===== config.mk =====
export PLATFORM = sky130hd
export DESIGN_NAME = lpr_queue
export DESIGN_NICKNAME = d
export VERILOG_FILES = /design/src/rtl/core/lpr_pkg.sv /design/src/rtl/core/lpr_queue.sv
export SDC_FILE = /design/constraint.sdc
export NUM_CORES = 1
export LEC_CHECK = 0
export ABC_AREA = 1
export CORE_MARGIN = 4
export CORE_UTILIZATION = 41
export DETAILED_ROUTE_END_ITERATION = 8
export DONT_BUFFER_PORTS = 1
export SYNTH_ARGS = -nofsm -noshare
export SYNTH_HDL_FRONTEND = slang
export SYNTH_SLANG_ARGS = --single-unit
export TNS_END_PERCENT = 20

===== constraint.sdc =====
create_clock -name clk -period 23.9 [get_ports clk]
set_input_delay 5.975 -clock clk [delete_from_list [all_inputs] [get_ports clk]]
set_output_delay 5.975 -clock clk [all_outputs]
set_load 0.05 [all_outputs]

===== src/rtl/core/lpr_pkg.sv =====
// Shared types and constants for the longest-prefix route lookup engine.
// Used by lpr_front, lpr_queue, lpr_back, the top level and the checker.
`default_nettype none

package lpr_pkg;

  // Defaults for the top-level parameters
  localparam int DEF_TABLE_ENTRIES = 1024;
  localparam int DEF_PORT_BITS     = 4;

  // Fixed field widths
  localparam int ADDR_W = 32;
  localparam int SLOT_W = 10;
  localparam int PORT_W = 4;
  localparam int CFG_W  = 11;

  // Input tdata layout, lowest bit first
  localparam int IN_SLOT_LO   = 0;
  localparam int IN_PREFIX_LO = IN_SLOT_LO + SLOT_W;
  localparam int IN_MASK_LO   = IN_PREFIX_LO + ADDR_W;
  localparam int IN_HOP_LO    = IN_MASK_LO + ADDR_W;
  localparam int IN_PORT_LO   = IN_HOP_LO + ADDR_W;
  localparam int IN_DEST_LO   = IN_PORT_LO + PORT_W;
  localparam int IN_USED_W    = IN_DEST_LO + ADDR_W;
  localparam int IN_DATA_W    = ((IN_USED_W + 7) / 8) * 8;

  // Output tdata layout, lowest bit first
  localparam int OUT_HOP_LO  = 0;
  localparam int OUT_PORT_LO = OUT_HOP_LO + ADDR_W;
  localparam int OUT_MASK_LO = OUT_PORT_LO + PORT_W;
  localparam int OUT_USED_W  = OUT_MASK_LO + ADDR_W;
  localparam int OUT_DATA_W  = ((OUT_USED_W + 7) / 8) * 8;

  // Item kind carried in tuser
  typedef enum logic {
    KIND_WRITE  = 1'b0,
    KIND_LOOKUP = 1'b1
  } kind_t;

  // Decoded item passed from front to back
  typedef struct packed {
    kind_t               kind;
    logic [SLOT_W-1:0]   entry_index;
    logic [ADDR_W-1:0]   route_prefix;
    logic [ADDR_W-1:0]   route_mask;
    logic [ADDR_W-1:0]   hop_address;
    logic [PORT_W-1:0]   port_number;
    logic [ADDR_W-1:0]   dest_addr;
  } cmd_t;

endpackage

`default_nettype wire


===== src/rtl/core/lpr_queue.sv =====
// Two-entry command queue between front and back.
// Depends on lpr_pkg.
`default_nettype none

module lpr_queue (
  input  wire logic          clk,
  input  wire logic          rst,
  input  wire logic          push_valid,
  output logic               push_ready,
  input  lpr_pkg::cmd_t      push_cmd,
  output logic               pop_valid,
  input  wire logic          pop_ready,
  output lpr_pkg::cmd_t      pop_cmd
);
  import lpr_pkg::*;

  localparam int DEPTH = 2;

  cmd_t       slots [DEPTH];
  logic       wr_ptr;
  logic       rd_ptr;
  logic [1:0] count;
  logic       do_push;
  logic       do_pop;

  assign push_ready = count != 2'(DEPTH);
  assign pop_valid  = count != 2'd0;
  assign pop_cmd    = slots[rd_ptr];
  assign do_push    = push_valid && push_ready;
  assign do_pop     = pop_valid && pop_ready;

  // Storage
  always_ff @(posedge clk) begin
    if (do_push) begin
      slots[wr_ptr] <= push_cmd;
    end
  end

  // Pointers and fill count
  always_ff @(posedge clk) begin
    if (rst) begin
      wr_ptr <= 1'b0;
      rd_ptr <= 1'b0;
      count  <= 2'd0;
    end else begin
      if (do_push) wr_ptr <= ~wr_ptr;
      if (do_pop)  rd_ptr <= ~rd_ptr;
      case ({do_push, do_pop})
        2'b10:   count <= count + 2'd1;
        2'b01:   count <= count - 2'd1;
        default: count <= count;
      endcase
    end
  end

endmodule

`default_nettype wire


==> key figures <==
Floorplan
  • Die Area: around 0.029 sq mm
  • Die H: about 170 um
  • Initial Utilization: between 40% and 50%
  • Die width: approximately 170 um
  • Num rows: 59
  • Core area: between 0.02 and 0.03 sq mm
  • Num ports: 292

CTS
  • Post-cts sizing count: 0
  • Max Buffers Root-to-Sink: 3
  • CTS Hold Bufs: 0
  • Clock Latency Late Sink: 530 ps
  • TritonCTS clock tree: done
  • TritonCTS sink count: 291
  • Clock transition at path regs: 60 ps
  • Postcts setup bufs: 0
  • Num CTS Buffers: 29
  • Clock root buffer: clkbuf_16
  • H-tree levels: 1

Worst setup path
  • Buf/Inv on CP: 1
  • CP Launch Type: flip-flop
  • Critical-path maximum fanout: 54
  • Critical-path cell with the highest stage delay: dfxtp_4
  • Crit path largest cell delay: ~840 ps
  • Worst EP arrival: 2730 ps
  • Crit path max-delay family: flip-flops
  • Critical path, cell by cell: buf_4, mux2_2
  • Req. time, crit path: 17930 ps
  • Critical Path End Type: primary output
  • Kind of critical path: flip-flop to primary output

STA
  • F_max: 0.115 GHz
  • Post-layout minimum cycle time: 8700 ps
  • Final hold vios: 0
  • Final worst setup slack: 15200 ps
  • Clock Skews: 12.5 ps
  • Final period util: 36.4%
  • RSZ-0062 raised after global routing: no
  • Max-slew headroom: 28.3%
  • TNS Setup: 0 ps
  • Setup violations, final: 0
  • Worst-margin pin slew: 1070 ps
  • Max-slew violation count: 0

Final layout
  • Diode count: 0
  • Fin nets: 652
  • Filler cell count: 2146
  • Layout cells sized above 1: a little over a third
  • Area Growth Syn to Fin: 11.5%

Drt
  • Vias: 4303
  • Avg WL per Cell: 22.3 um
  • DRC Markers: 0
  • First-pass DRT Iterations: 4
  • Via density per instance: 5.00
  • Post-route ant nets: 0
  • Total Wirelength: 19200 um
  • Number of DRC markers in iteration 0: 232

Power
  • Power Density: 118 mW/mm^2
  • Lkg Pwr: 4.05 nW
  • Max VDD drop: 62.2 uV

Global routing
  • Antenna violations before repair: 0
  • Vias in the first global route: 4588
  • All-Layer GR Usage: 12.2%
  • First-pass GRT wire length: 27200 um
  • Largest net degree at the start of global routing: 81
  • GRT overflow: 0

Placement
  • Post-Place Worst Slack: 15500 ps
  • GPL Wtd Cong: 0.745
  • IO buf count: 0
  • DP Wirelength: 13100 um

Synth
  • Synth Warn #: 0
  • Netlist cell types: 13
  • Post-synthesis cell area: 0.0108 sq mm
  • Synth Register Bits: 291
  • Cell count after synthesis: 483
  • Sequential area share after synthesis: 80.2%
  • Synthesized Nets: 631
  • Mean Syn Cell Area: between 20 and 25 sq um

Worst hold path
  • HP Class: flip-flop to flip-flop

Outcome
  • Status: finished clean

Run
  • Max-Cap Viols: 0
==> cells by family after synthesis <==
family / share of synthesized area (%)
flops: 80.2
mux: 17.3
buf+inv: 1.54
simple gates: 0.681
compound gates: 0.231
fa+ha+maj: 0.115
==> layout make-up <==
cell class,count,area [sq um],area share [%]
clock buffers,32,737,6.10
multi-input cells,168,2000,16.5
inverters,8,30.0,0.248
repair buffers,6,45.0,0.373
clock inverters,20,168,1.39
well taps,335,419,3.47
flip-flops and latches,291,8690,71.9
==> registers in the layout (all words and copies together) (netlist names), named ones only <==
register  flops
count         2
slots       286
wr_ptr        1
rd_ptr        1
==> synthesized netlist by cell type, drive strengths merged <==
| master | number | area [sq um] |
|---|---|---|
| nor2 | 10 | 37.5 |
| ha | 1 | 12.5 |
| edfxtp | 286 | 8590 |
| mux2 | 143 | 1870 |
| inv | 8 | 30.0 |
| o21ai | 3 | 15.0 |
| buf | 16 | 136 |
| nand2 | 8 | 30.0 |
| a21oi | 2 | 10.0 |
| dfxtp | 5 | 100 |
| nand4 | 1 | 6.26 |
==> path summary, 6_finish.rpt <==
check / start / to / slack (ps) / cells after the start
worst min-delay path: rd_ptr$_SDFFE_PP0P_ / rd_ptr$_SDFFE_PP0P_ / 510 / 2
worst max register to register: count[0]$_SDFFE_PP0P_ / slots[1][34]$_DFFE_PP_ / 20490 / 6
worst min register to register: rd_ptr$_SDFFE_PP0P_ / rd_ptr$_SDFFE_PP0P_ / 510 / 2
worst max-delay path: flip-flop / pop_cmd[132] / 15200 / 2
==> per-layer routing <==
metal	vias up	track usage (%)	routed length [um]
met5	-	0	0
met4	0	3.54	429
met3	32	7.93	3130
met2	209	20.5	9560
met1	2129	12.5	6060
li1	1933	-	-
==> per-stage QoR <==
stage          cells  hold WS [ps]  utilization, %  power (mW)  cell area, sq um
2_1_floorplan    483           465               -       0.997             10800
3_3_place_gp     808           484            42.9        1.02             11200
3_5_place_dp     808           504            42.9        1.02             11200
4_1_cts          860           522            46.4        1.45             12100
5_1_grt          860           552            46.4        1.49             12100
6_report         860           513            46.4        1.43             12100
==> worst min-delay path, stage by stage (launching register included) <==
cell	delay [ps]
dfxtp_1	330
nor2_1	60
nor2_1	90
==> where the power goes <==
part | total [mW] | internal, mW | switching, mW
Sequential | 0.646 | 0.626 | 0.0202
Combinational | 0.360 | 0.0831 | 0.276
Clock | 0.424 | 0.252 | 0.172
Total | 1.43 | 0.961 | 0.469
==> layout by cell type (no fill, tap or decap), drive strengths merged <==
master,instances
edfxtp,286
mux2,143
clkbuf,32
clkinv,17
nor2,10
inv,8
nand2,8
buf,6
dfxtp,5
o21ai,3
bufinv,3
a21oi,2
nand4,1
ha,1
No activity file was read; power rests on OpenSTA's default activity.
